`src/lrut_pkg.sv`:
```
// Package for the least-recently-used page tracker.
// Holds sizes, mode codes and sequencer states; no dependencies.
package lrut_pkg;

  localparam int NumSlots = 16;
  localparam int SlotIdxW = $clog2(NumSlots);
  localparam int CountW   = $clog2(NumSlots + 1);
  localparam int KeyW     = 64;
  localparam int PageW    = 16;
  localparam int ModeW    = 2;
  localparam int CapW     = 5;
  localparam int OccW     = 5;
  localparam int CmpW     = (CountW > CapW) ? CountW : CapW;

  localparam logic [CapW-1:0] CapReset = CapW'(NumSlots);

  typedef enum logic [ModeW-1:0] {
    MODE_ACCESS = 2'd0,
    MODE_REMOVE = 2'd1,
    MODE_CLEAR  = 2'd2
  } mode_e;

  typedef enum logic [1:0] {
    ST_IDLE,
    ST_SCAN,
    ST_UPDATE
  } state_e;

endpackage

```
`src/lru_replacement_tracker.sv`:
```
// Least-recently-used tracker for buffer-pool pages: top level.
// Depends on lrut_pkg for sizes, mode codes and sequencer states.
//
// Usage: drive mode_i, entry_key_i and page_id_i and raise start; the request
// is taken at a rising edge where start is high and busy is low. busy stays
// high while the request is worked on. A single compare unit walks the slots
// one per cycle, looking for the page, the oldest entry and the first free
// slot; an update step then writes valid bits, age ranks and counts. The
// result shows on hit_o, evicted_valid_o, evicted_key_o, evicted_page_o and
// occupancy_o for exactly one cycle with result_valid_o high, registered from
// the update step; busy is already low while it is shown, so the next request
// can be taken at the edge that ends it. The receiver cannot stall: every
// result must be taken in the cycle it is shown. Capacity is written through
// cfg_we_i and cfg_data_i while the block is idle, a user rule the block does
// not enforce. Reset empties the tracker, sets capacity to 16 and returns to
// idle; key and page storage is not cleared and is read only where valid.
module lru_replacement_tracker
  import lrut_pkg::*;
(
  input  logic             clk_i,
  input  logic             rst_ni,
  input  logic             cfg_we_i,
  input  logic [CapW-1:0]  cfg_data_i,
  input  logic             start,
  output logic             busy,
  input  logic [ModeW-1:0] mode_i,
  input  logic [KeyW-1:0]  entry_key_i,
  input  logic [PageW-1:0] page_id_i,
  output logic             result_valid_o,
  output logic             hit_o,
  output logic             evicted_valid_o,
  output logic [KeyW-1:0]  evicted_key_o,
  output logic [PageW-1:0] evicted_page_o,
  output logic [OccW-1:0]  occupancy_o
);

  state_e state_q, state_d;

  logic [CapW-1:0]     cap_q;
  logic [CountW-1:0]   count_q;
  logic [NumSlots-1:0] valid_q;
  logic [SlotIdxW-1:0] rank_q [NumSlots];
  logic [KeyW-1:0]     key_mem [NumSlots];
  logic [PageW-1:0]    page_mem [NumSlots];

  logic [ModeW-1:0]    mode_q;
  logic [KeyW-1:0]     req_key_q;
  logic [PageW-1:0]    req_page_q;
  logic [SlotIdxW-1:0] idx_q;

  logic                hit_found_q, old_found_q, free_found_q;
  logic [SlotIdxW-1:0] hit_idx_q, old_idx_q, free_idx_q;
  logic [SlotIdxW-1:0] hit_rank_q, old_rank_q;
  logic [KeyW-1:0]     old_key_q;
  logic [PageW-1:0]    old_page_q;

  logic                res_valid_q, res_hit_q, res_ev_q;
  logic [KeyW-1:0]     res_key_q;
  logic [PageW-1:0]    res_page_q;
  logic [OccW-1:0]     res_occ_q;

  logic                accept;
  logic                scan_last;
  logic                cur_valid, cur_match, cur_older;
  logic [SlotIdxW-1:0] cur_rank;

  logic [CmpW-1:0]     eff_cap;
  logic                is_access, is_remove, is_clear;
  logic                acc_hit, acc_miss, evict, ins_ok, rem_hit;
  logic [SlotIdxW-1:0] ins_idx;
  logic [CountW-1:0]   count_new;

  assign accept    = start && (state_q == ST_IDLE);
  assign busy      = (state_q != ST_IDLE);
  assign scan_last = (idx_q == SlotIdxW'(NumSlots - 1));

  // shared compare unit over the slot at the scan index
  assign cur_valid = valid_q[idx_q];
  assign cur_rank  = rank_q[idx_q];
  assign cur_match = cur_valid && (page_mem[idx_q] == req_page_q);
  assign cur_older = cur_valid && (!old_found_q || (cur_rank >= old_rank_q));

  always_comb begin
    if (cap_q == '0) begin
      eff_cap = CmpW'(1);
    end else if (CmpW'(cap_q) > CmpW'(NumSlots)) begin
      eff_cap = CmpW'(NumSlots);
    end else begin
      eff_cap = CmpW'(cap_q);
    end
  end

  assign is_access = (mode_q == MODE_ACCESS);
  assign is_remove = (mode_q == MODE_REMOVE);
  assign is_clear  = (mode_q == MODE_CLEAR);
  assign acc_hit   = is_access && hit_found_q;
  assign acc_miss  = is_access && !hit_found_q;
  assign rem_hit   = is_remove && hit_found_q;
  assign evict     = acc_miss && old_found_q && (count_q != '0) &&
                     (CmpW'(count_q) >= eff_cap);
  assign ins_ok    = acc_miss && (evict || free_found_q);

  always_comb begin
    if (evict && (!free_found_q || (old_idx_q < free_idx_q))) begin
      ins_idx = old_idx_q;
    end else begin
      ins_idx = free_idx_q;
    end
  end

  always_comb begin
    count_new = count_q;
    if (is_clear) begin
      count_new = '0;
    end else if (rem_hit) begin
      if (count_q != '0) begin
        count_new = count_q - CountW'(1);
      end
    end else if (acc_miss) begin
      count_new = count_q - CountW'(evict) + CountW'(ins_ok);
    end
  end

  always_comb begin
    state_d = state_q;
    case (state_q)
      ST_IDLE: begin
        if (accept) begin
          state_d = ST_SCAN;
        end
      end
      ST_SCAN: begin
        if (scan_last) begin
          state_d = ST_UPDATE;
        end
      end
      ST_UPDATE: state_d = ST_IDLE;
      default:   state_d = ST_IDLE;
    endcase
  end

  always_ff @(posedge clk_i or negedge rst_ni) begin
    if (!rst_ni) begin
      state_q <= ST_IDLE;
    end else begin
      state_q <= state_d;
    end
  end

  always_ff @(posedge clk_i or negedge rst_ni) begin
    if (!rst_ni) begin
      cap_q <= CapReset;
    end else if (cfg_we_i) begin
      cap_q <= cfg_data_i;
    end
  end

  // request capture and scan bookkeeping
  always_ff @(posedge clk_i or negedge rst_ni) begin
    if (!rst_ni) begin
      mode_q       <= MODE_ACCESS;
      idx_q        <= '0;
      hit_found_q  <= 1'b0;
      old_found_q  <= 1'b0;
      free_found_q <= 1'b0;
    end else if (accept) begin
      mode_q       <= mode_i;
      idx_q        <= '0;
      hit_found_q  <= 1'b0;
      old_found_q  <= 1'b0;
      free_found_q <= 1'b0;
    end else if (state_q == ST_SCAN) begin
      idx_q <= idx_q + SlotIdxW'(1);
      if (cur_match && !hit_found_q) begin
        hit_found_q <= 1'b1;
      end
      if (cur_older) begin
        old_found_q <= 1'b1;
      end
      if (!cur_valid && !free_found_q) begin
        free_found_q <= 1'b1;
      end
    end
  end

  always_ff @(posedge clk_i) begin
    if (accept) begin
      req_key_q  <= entry_key_i;
      req_page_q <= page_id_i;
    end else if (state_q == ST_SCAN) begin
      if (cur_match && !hit_found_q) begin
        hit_idx_q  <= idx_q;
        hit_rank_q <= cur_rank;
      end
      if (cur_older) begin
        old_idx_q  <= idx_q;
        old_rank_q <= cur_rank;
        old_key_q  <= key_mem[idx_q];
        old_page_q <= page_mem[idx_q];
      end
      if (!cur_valid && !free_found_q) begin
        free_idx_q <= idx_q;
      end
    end
  end

  // recency update, one lane per slot
  always_ff @(posedge clk_i or negedge rst_ni) begin
    if (!rst_ni) begin
      valid_q <= '0;
      count_q <= '0;
      for (int i = 0; i < NumSlots; i++) begin
        rank_q[i] <= '0;
      end
    end else if (state_q == ST_UPDATE) begin
      count_q <= count_new;
      for (int i = 0; i < NumSlots; i++) begin
        if (is_clear) begin
          valid_q[i] <= 1'b0;
          rank_q[i]  <= '0;
        end else if (acc_hit) begin
          if (SlotIdxW'(i) == hit_idx_q) begin
            rank_q[i] <= '0;
          end else if (valid_q[i] && (rank_q[i] < hit_rank_q)) begin
            rank_q[i] <= rank_q[i] + SlotIdxW'(1);
          end
        end else if (rem_hit) begin
          if (SlotIdxW'(i) == hit_idx_q) begin
            valid_q[i] <= 1'b0;
            rank_q[i]  <= '0;
          end else if (valid_q[i] && (rank_q[i] > hit_rank_q)) begin
            rank_q[i] <= rank_q[i] - SlotIdxW'(1);
          end
        end else if (acc_miss) begin
          if (ins_ok && (SlotIdxW'(i) == ins_idx)) begin
            valid_q[i] <= 1'b1;
            rank_q[i]  <= '0;
          end else if (evict && (SlotIdxW'(i) == old_idx_q)) begin
            valid_q[i] <= 1'b0;
            rank_q[i]  <= '0;
          end else if (valid_q[i]) begin
            rank_q[i] <= rank_q[i]
                         - SlotIdxW'(evict && (rank_q[i] > old_rank_q))
                         + SlotIdxW'(ins_ok);
          end
        end
      end
    end
  end

  always_ff @(posedge clk_i) begin
    if ((state_q == ST_UPDATE) && ins_ok) begin
      key_mem[ins_idx]  <= req_key_q;
      page_mem[ins_idx] <= req_page_q;
    end
  end

  always_ff @(posedge clk_i or negedge rst_ni) begin
    if (!rst_ni) begin
      res_valid_q <= 1'b0;
    end else begin
      res_valid_q <= (state_q == ST_UPDATE);
    end
  end

  always_ff @(posedge clk_i) begin
    if (state_q == ST_UPDATE) begin
      res_hit_q  <= acc_hit || rem_hit;
      res_ev_q   <= evict;
      res_key_q  <= evict ? old_key_q : '0;
      res_page_q <= evict ? old_page_q : '0;
      res_occ_q  <= OccW'(count_new);
    end
  end

  assign result_valid_o  = res_valid_q;
  assign hit_o           = res_hit_q;
  assign evicted_valid_o = res_ev_q;
  assign evicted_key_o   = res_key_q;
  assign evicted_page_o  = res_page_q;
  assign occupancy_o     = res_occ_q;

endmodule

```
`config.mk`:
```
export PLATFORM = sky130hd
export DESIGN_NAME = lru_replacement_tracker
export DESIGN_NICKNAME = d
export VERILOG_FILES = /design/src/lrut_pkg.sv /design/src/lru_replacement_tracker.sv
export SDC_FILE = /design/constraint.sdc
export NUM_CORES = 2
export LEC_CHECK = 0
export BUFFER_PORTS_ARGS = -buffer_cell sky130_fd_sc_hd__buf_4
export CORE_ASPECT_RATIO = 0.6
export CORE_MARGIN = 10
export CORE_UTILIZATION = 50
export DETAILED_ROUTE_END_ITERATION = 7
export PLACE_DENSITY = 0.7
export SETUP_SLACK_MARGIN = 0.5
export SLEW_MARGIN = 20
export SYNTH_ARGS = -nofsm -noshare
export SYNTH_HDL_FRONTEND = slang
export SYNTH_SLANG_ARGS = --single-unit
```
`constraint.sdc`:
```
create_clock -name clk_i -period 17.46 [get_ports clk_i]
set_input_delay 1.746 -clock clk_i [delete_from_list [all_inputs] [get_ports clk_i]]
set_output_delay 1.746 -clock clk_i [all_outputs]
set_load 0.005 [all_outputs]
```
After elaboration in Yosys (flattened, before gate mapping)
Memory sizes are Yosys's and may differ from the RTL's. A register that Yosys moved wholly into a read port is not among the register bits.
Cells that the tools add are included.
- flip-flop bits (word level): 305
- latch bits: 0
- RAM bits: 1280
- memory bits (read-only): 0
- output and inout bits: 89
- word-level logic and storage cells: 785
- memories kept: 2
- add/sub/neg operators: 68
- $mul: 0
- divide/modulo/power cells: 0
- order comparisons: 54
- equality and inequality tests: 102
- shift operators: 0
- mux-type cells: 316
- bitwise operators: 2
- reduce and logical (&&, ||, !) cells: 187
- memory list (name ; words ; bits a word ; rd ports ; clocked after memory_dff ; wr ports ; RTL line ; source):
    key_mem ; 16 ; 64 ; 1 ; 1 ; 1 ; lru_replacement_tracker.sv:43 ; logic [KeyW-1:0] key_mem [NumSlots];
    page_mem ; 16 ; 16 ; 1 ; 0 ; 1 ; lru_replacement_tracker.sv:44 ; logic [PageW-1:0] page_mem [NumSlots];
- operators with widths (kind ; count):
    two-way mux 4 bit ; 181
    AND reduction 5 bit ; 32
    greater-than comparator 4 bit ; 32
    two-way mux 1 bit ; 124
    equality test 4 bit, first input constant ; 24
    nonzero test 6 bit ; 16
    logical AND 1 bit ; 94
    inequality test 5 x 3 -> 1 bit, second input constant ; 16
    adder 4 x 1 -> 4 bit, second input constant ; 17
    less-than comparator 4 bit ; 17
    nonzero test 4 bit ; 17
    adder 4 x 1 -> 4 bit ; 16
    inequality test 4 x 2 -> 1 bit, second input constant ; 16
    subtractor 4 x 1 -> 4 bit ; 16
    subtractor 4 x 1 -> 4 bit, second input constant ; 16
    equality test 3 x 4 -> 1 bit, first input constant ; 12
    inequality test 3 x 2 -> 1 bit, second input constant ; 16
    two-way mux 5 bit ; 6
    equality test 2 x 4 -> 1 bit, first input constant ; 6
    binary-select mux 4 bit (select 4 bit) ; 1
    equality test 16 bit ; 1
    equality test 1 x 4 -> 1 bit, first input constant ; 3
    logical NOT 4 bit ; 3
    nonzero test 2 bit ; 5
    other kinds (25) ; 42

Longest topological paths before layout
- depth after elaboration: 15
- depth in mapped cells: 24
- mapped depth without buffers: 21

Least setup slack after synthesis
OpenSTA, ideal clock, no wires.
- kind: register to register
- from: register idx_q[1]
- to: register old_idx_q[0], enable pin
- setup time: 0.589 ns
- arrival time: 7.715 ns
- slack: 9.156 ns
- stages on the path, launching flop included: 14
- buffers on the path: 6
- cell sequence: dfrtp_1 clkbuf_1 buf_2 buf_2 buf_2 clkbuf_1 clkbuf_1 mux4_2 mux4_2 ha_1 a21oi_1 nor2b_1 o21ai_0 a31oi_1
- word-level cells in the longest chain between the ends: 8
- RTL lines (element ; RTL line ; source):
    start, declared ; lru_replacement_tracker.sv:49 ; logic [SlotIdxW-1:0] idx_q;
    start signal, assigned ; lru_replacement_tracker.sv:173 ; idx_q <= idx_q + SlotIdxW'(1);
    NOT 4 -> 5 bit (not written as such) ; lru_replacement_tracker.sv:79 ; assign cur_rank = rank_q[idx_q];
    binary-select mux 4 bit (select 4 bit) ; lru_replacement_tracker.sv:79 ;
    two-way mux 4 bit (not written as such) (2 in series) ; lru_replacement_tracker.sv:79 ;
    net cur_rank[1] ; lru_replacement_tracker.sv:65 ; logic [SlotIdxW-1:0] cur_rank;
    >= comparator 4 bit ; lru_replacement_tracker.sv:81 ; assign cur_older = cur_valid && (!old_found_q || (cur_rank >= old_rank_q));
    logical OR 1 bit ; lru_replacement_tracker.sv:81 ;
    logical AND 1 bit ; lru_replacement_tracker.sv:81 ;
    AND reduction 3 bit (no line) ; -- ;
    end signal, assigned ; lru_replacement_tracker.sv:196 ; old_idx_q <= idx_q;
    end, declared ; lru_replacement_tracker.sv:52 ; logic [SlotIdxW-1:0] hit_idx_q, old_idx_q, free_idx_q;
The timed path passes the listed nets, and every way through them passes these cells. The select of a mux whose other input is x is not followed.
A chain may end at the register's enable or synchronous reset.

Worst setup path in the final report
- from: register idx_q[0]
- to: register old_key_q[50], read port of key_mem, data pin
- word-level cells in the longest chain between the ends: 8
- RTL lines (element ; RTL line ; source):
    NOT 4 -> 5 bit (not written as such) ; lru_replacement_tracker.sv:79 ;
    binary-select mux 4 bit (select 4 bit) ; lru_replacement_tracker.sv:79 ;
    two-way mux 4 bit (not written as such) (2 in series) ; lru_replacement_tracker.sv:79 ;
    >= comparator 4 bit ; lru_replacement_tracker.sv:81 ;
    logical OR 1 bit ; lru_replacement_tracker.sv:81 ;
    logical AND 1 bit ; lru_replacement_tracker.sv:81 ;
    AND reduction 3 bit (no line) ; -- ;
    end, declared ; lru_replacement_tracker.sv:54 ; logic [KeyW-1:0] old_key_q;
Parallel ways exist; a longest one is shown, timed or not. The select of a mux whose other input is x is not followed.

==> summary.md <==
| Metric | Value |
|---|---|
| TritonCTS Sinks | `1649` |
| Floorplan core area | `142000 µm²` |
| Minimum clock period | `6.15 ns` |
| Primary flip-flop cell chosen by synthesis mapping | `edfxtp_1` |
| Maximum achievable frequency | `163 MHz` |
| Post-synthesis async set-or-reset flop share | `6.19%` |
| Post-detail-place hpwl | `109 mm` |
| DR DRC count | `0` |
| Buffers added on ports | `179` |
| DIE HEIGHT | `313 µm` |
| Count of nets after finishing | `4616` |
| Cell types occupying the most area after synthesis | `edfxtp_1, mux4_2, ha_1` |
| Resized cells post-CTS | `0` |
| Ratio of final minimum period to clock period | `35.2%` |
| Clock-pin slew on the worst setup and hold paths | `0.06 ns` |
| Max VDD drop | `0.166 mV` |
| Leading post-synthesis cells by instance count | `edfxtp_1, mux4_2, ha_1` |
| Worst setup path startpoint | `idx_q[0]$_DFFE_PN0P_` |
| Number of global-route vias before repair | `38435` |
| DIE WIDTH | `508 µm` |
| Initial antenna violation count | `4` |
| GRT Max-Usage Layer | `met1` |
| Leakage power figure | `27.9 nW` |
| Cell area after synthesis | `71500 µm²` |
| Biggest area consumer among synthesized cells | `edfxtp_1` |
| TritonRoute pass-1 iters | `6` |
| Launch instance of the worst register-to-register path | `idx_q[0]$_DFFE_PN0P_` |
| Number of hold-repair buffers added at the cts stage | `0` |
| Worst Hold Launch | `old_key_q[21]$_DFFE_PP_` |
| Gr usage total | `22.9%` |
| Area after DPL | `75400 µm²` |
| Mapped Cells | `3966` |
| Post-Route Skew | `0.0537 ns` |
| Number of diodes | `0` |
| Number of warnings issued by yosys | `0` |
| Number of slew-limit violations in the final report | `0` |
| GR Util met1 | `36.3%` |
| Worst Setup End Kind | `flop` |
| Insertion delay to the later sink of the worst-skew pair | `0.81 ns` |
| Power density over the cells | `130 nW/µm²` |
| Row count | `107` |
| Synthesized area per cell | `18.0 µm²` |
| Setup repair after global routing missed its margin | `no` |
| Unique cell type count in the Yosys netlist | `81` |
| Number of synthesized flops with an enable pin | `1547` |
| Largest net degree at the start of global routing | `111` |
| CTS tree | `yes` |
| ANT nets after route | `0` |
| Inserted Clock Buffers | `148` |
| Cell at the root of the clock tree | `clkbuf_16` |
| Area grow syn2layout | `12.1%` |
| Sequential area share after synthesis | `68.5%` |
| Max_cap viols | `0` |
| Initial core utilization | `50.3%` |
| Global-route wire length before repair | `270 mm` |
| Most frequent cell after synthesis | `edfxtp_1` |
| Worst endpoint required time | `17.96 ns` |
| Fill count | `10525` |
| Largest driver fanout on the critical path | `110` |
| Result of the run | `complete, no violations` |
| Total of endpoints with negative setup slack in the final report | `0` |
| Arrival @ worst endpoint | `6.66 ns` |
| Sequential Area | `49000 µm²` |
| Final routed wire length divided by cell count | `29.5 µm` |
| Summed negative setup slack over all endpoints | `0 ns` |
| Area fraction of the dominant cell type after synthesis | `65.0%` |
| Met3 Use GR | `6.22%` |
| Total nets after synthesis | `4368` |
| Number of register bits inferred by synthesis | `1649` |
| Iteration-0 DRC Markers | `5284` |
| Proportion of layout cells with a drive suffix above 1 | `22.3%` |
| Buffers from clock root to sink, at most | `3` |
| Overflow after GRT | `0` |
| Class of the most critical setup path | `reg2reg` |
| Total area of multi-input combinational cells | `21500 µm²` |
| Count of endpoints failing hold in the final timing report | `0` |
| Ports | `180` |
| H-tree lvl count | `4` |
| Per-cell via count in the routed design | `6.23` |
| Transition time at the pin with the least slew margin | `1.19 ns` |
| Sum of routed wire length over all layers | `184 mm` |
| Number of buffers inserted by post-CTS setup repair | `0` |
| Post-route cell area | `80100 µm²` |
| Worst setup SP type | `flop` |
| Met2 layer usage reported by global route | `31.5%` |
| Kind of path behind the tightest hold check | `reg2reg` |
| Overall die area | `159000 µm²` |
| Total power | `10.4 mW` |
| Final estimated routing congestion in global placement | `0.954` |
| Worst slew margin | `20.2%` |
| Total number of vias | `38872` |
[power breakdown]
| part | leakage (nW) | total (mW) | internal [mW] | switching (mW) |
|---|---|---|---|---|
| registers | 15.5 | 4.69 | 4.50 | 0.189 |
| logic | 10.2 | 2.52 | 1.20 | 1.32 |
| clock network | 2.29 | 3.24 | 1.78 | 1.46 |
| total | 27.9 | 10.4 | 7.48 | 2.97 |
[worst max-delay path, cell delays in order (launching register included)]
cell and delay (ns):
dfrtp_4 0.63, buf_4 0.67, buf_4 0.79, buf_12 0.75, buf_4 0.89, buf_4 0.81
mux4_2 0.61, mux4_2 0.47
[path summary, 6_finish.rpt]
| check | endpoint | slack (ns) | depth (start not counted) |
|---|---|---|---|
| max reg2reg | old_key_q[50]$_DFFE_PP_ | 11.31 | 7 |
| max in group asynchronous | idx_q[0]$_DFFE_PN0P_ | 14.79 | 3 |
| max | old_key_q[50]$_DFFE_PP_ | 11.31 | 7 |
| min in group asynchronous | rank_q[13]$_DFFE_PN0P_ | 0.87 | 1 |
| min reg2reg | evicted_key_o[21]$_SDFFCE_PN0P_ | 0.53 | 1 |
| min | evicted_key_o[21]$_SDFFCE_PN0P_ | 0.53 | 1 |
[metal layers]
metal	vias to the layer above	part of all wire, %
met5	-	0
met1	20210	45
li1	16402	-
met2	2047	42
met4	0	1.7
met3	213	12
[layout by cell type, fill, tap and decap left out, drive strengths merged, types with 89 or more instances in the layout]
cell type,synthesis,layout
a21oi,117,117
and3,89,89
buf,62,267
clkbuf,107,183
dfrtp,101,101
edfxtp,1547,1547
ha,294,294
inv,120,126
mux4,399,399
nand2,166,166
nor2,146,146
o21ai,130,130
[final cells by class]
type                            instances  share of cell area (%)
Clock buffer                          183                    4.88
Multi-Input combinational cell       2027                    26.8
Clock inverter                         82                    1.07
Inverter                              121                   0.573
Timing Repair Buffer                  267                    2.54
Tap cell                             1907                    2.98
Sequential cell                      1649                    61.2
[state kept, by name, summed over array words and instances (netlist names), 2 cells and up]
register	cells
req_page_q	16
rank_q	64
old_page_q	16
req_key_q	64
valid_q	16
old_key_q	64
count_q	5
mode_q	2
key_mem	1024
evicted_key_o	64
hit_idx_q	4
idx_q	4
old_rank_q	4
evicted_page_o	16
page_mem	256
state_q	2
hit_rank_q	4
occupancy_o	5
old_idx_q	4
cap_q	5
free_idx_q	4
[kinds of logic (layout without fill, tap and decap cells)]
group,count (synthesis),after routing,share of synthesized area [%]
XOR/XNOR,126,126,1.54
adder cells (fa/ha/maj),311,311,5.62
flip-flops,1649,1649,68.5
buffers and inverters,290,653,1.66
AND/OR/NAND/NOR,632,632,4.36
multiplexers,517,517,14.3
AO/OA/AOI/OAI,441,441,3.93
[metrics by stage]
stage | worst slack [ns] | std cells | util (%) | hold WS (ns)
floorplan | 9.16 | 3966 | - | 0.454
global placement | 11.13 | 5970 | 53.0 | 0.498
detailed placement | 10.99 | 5971 | 53.1 | 0.514
CTS | 11.06 | 6236 | 56.4 | 0.532
global route | 10.63 | 6236 | 56.4 | 0.554
finish | 11.31 | 6236 | 56.4 | 0.532
(Power assumes the default switching activity.)
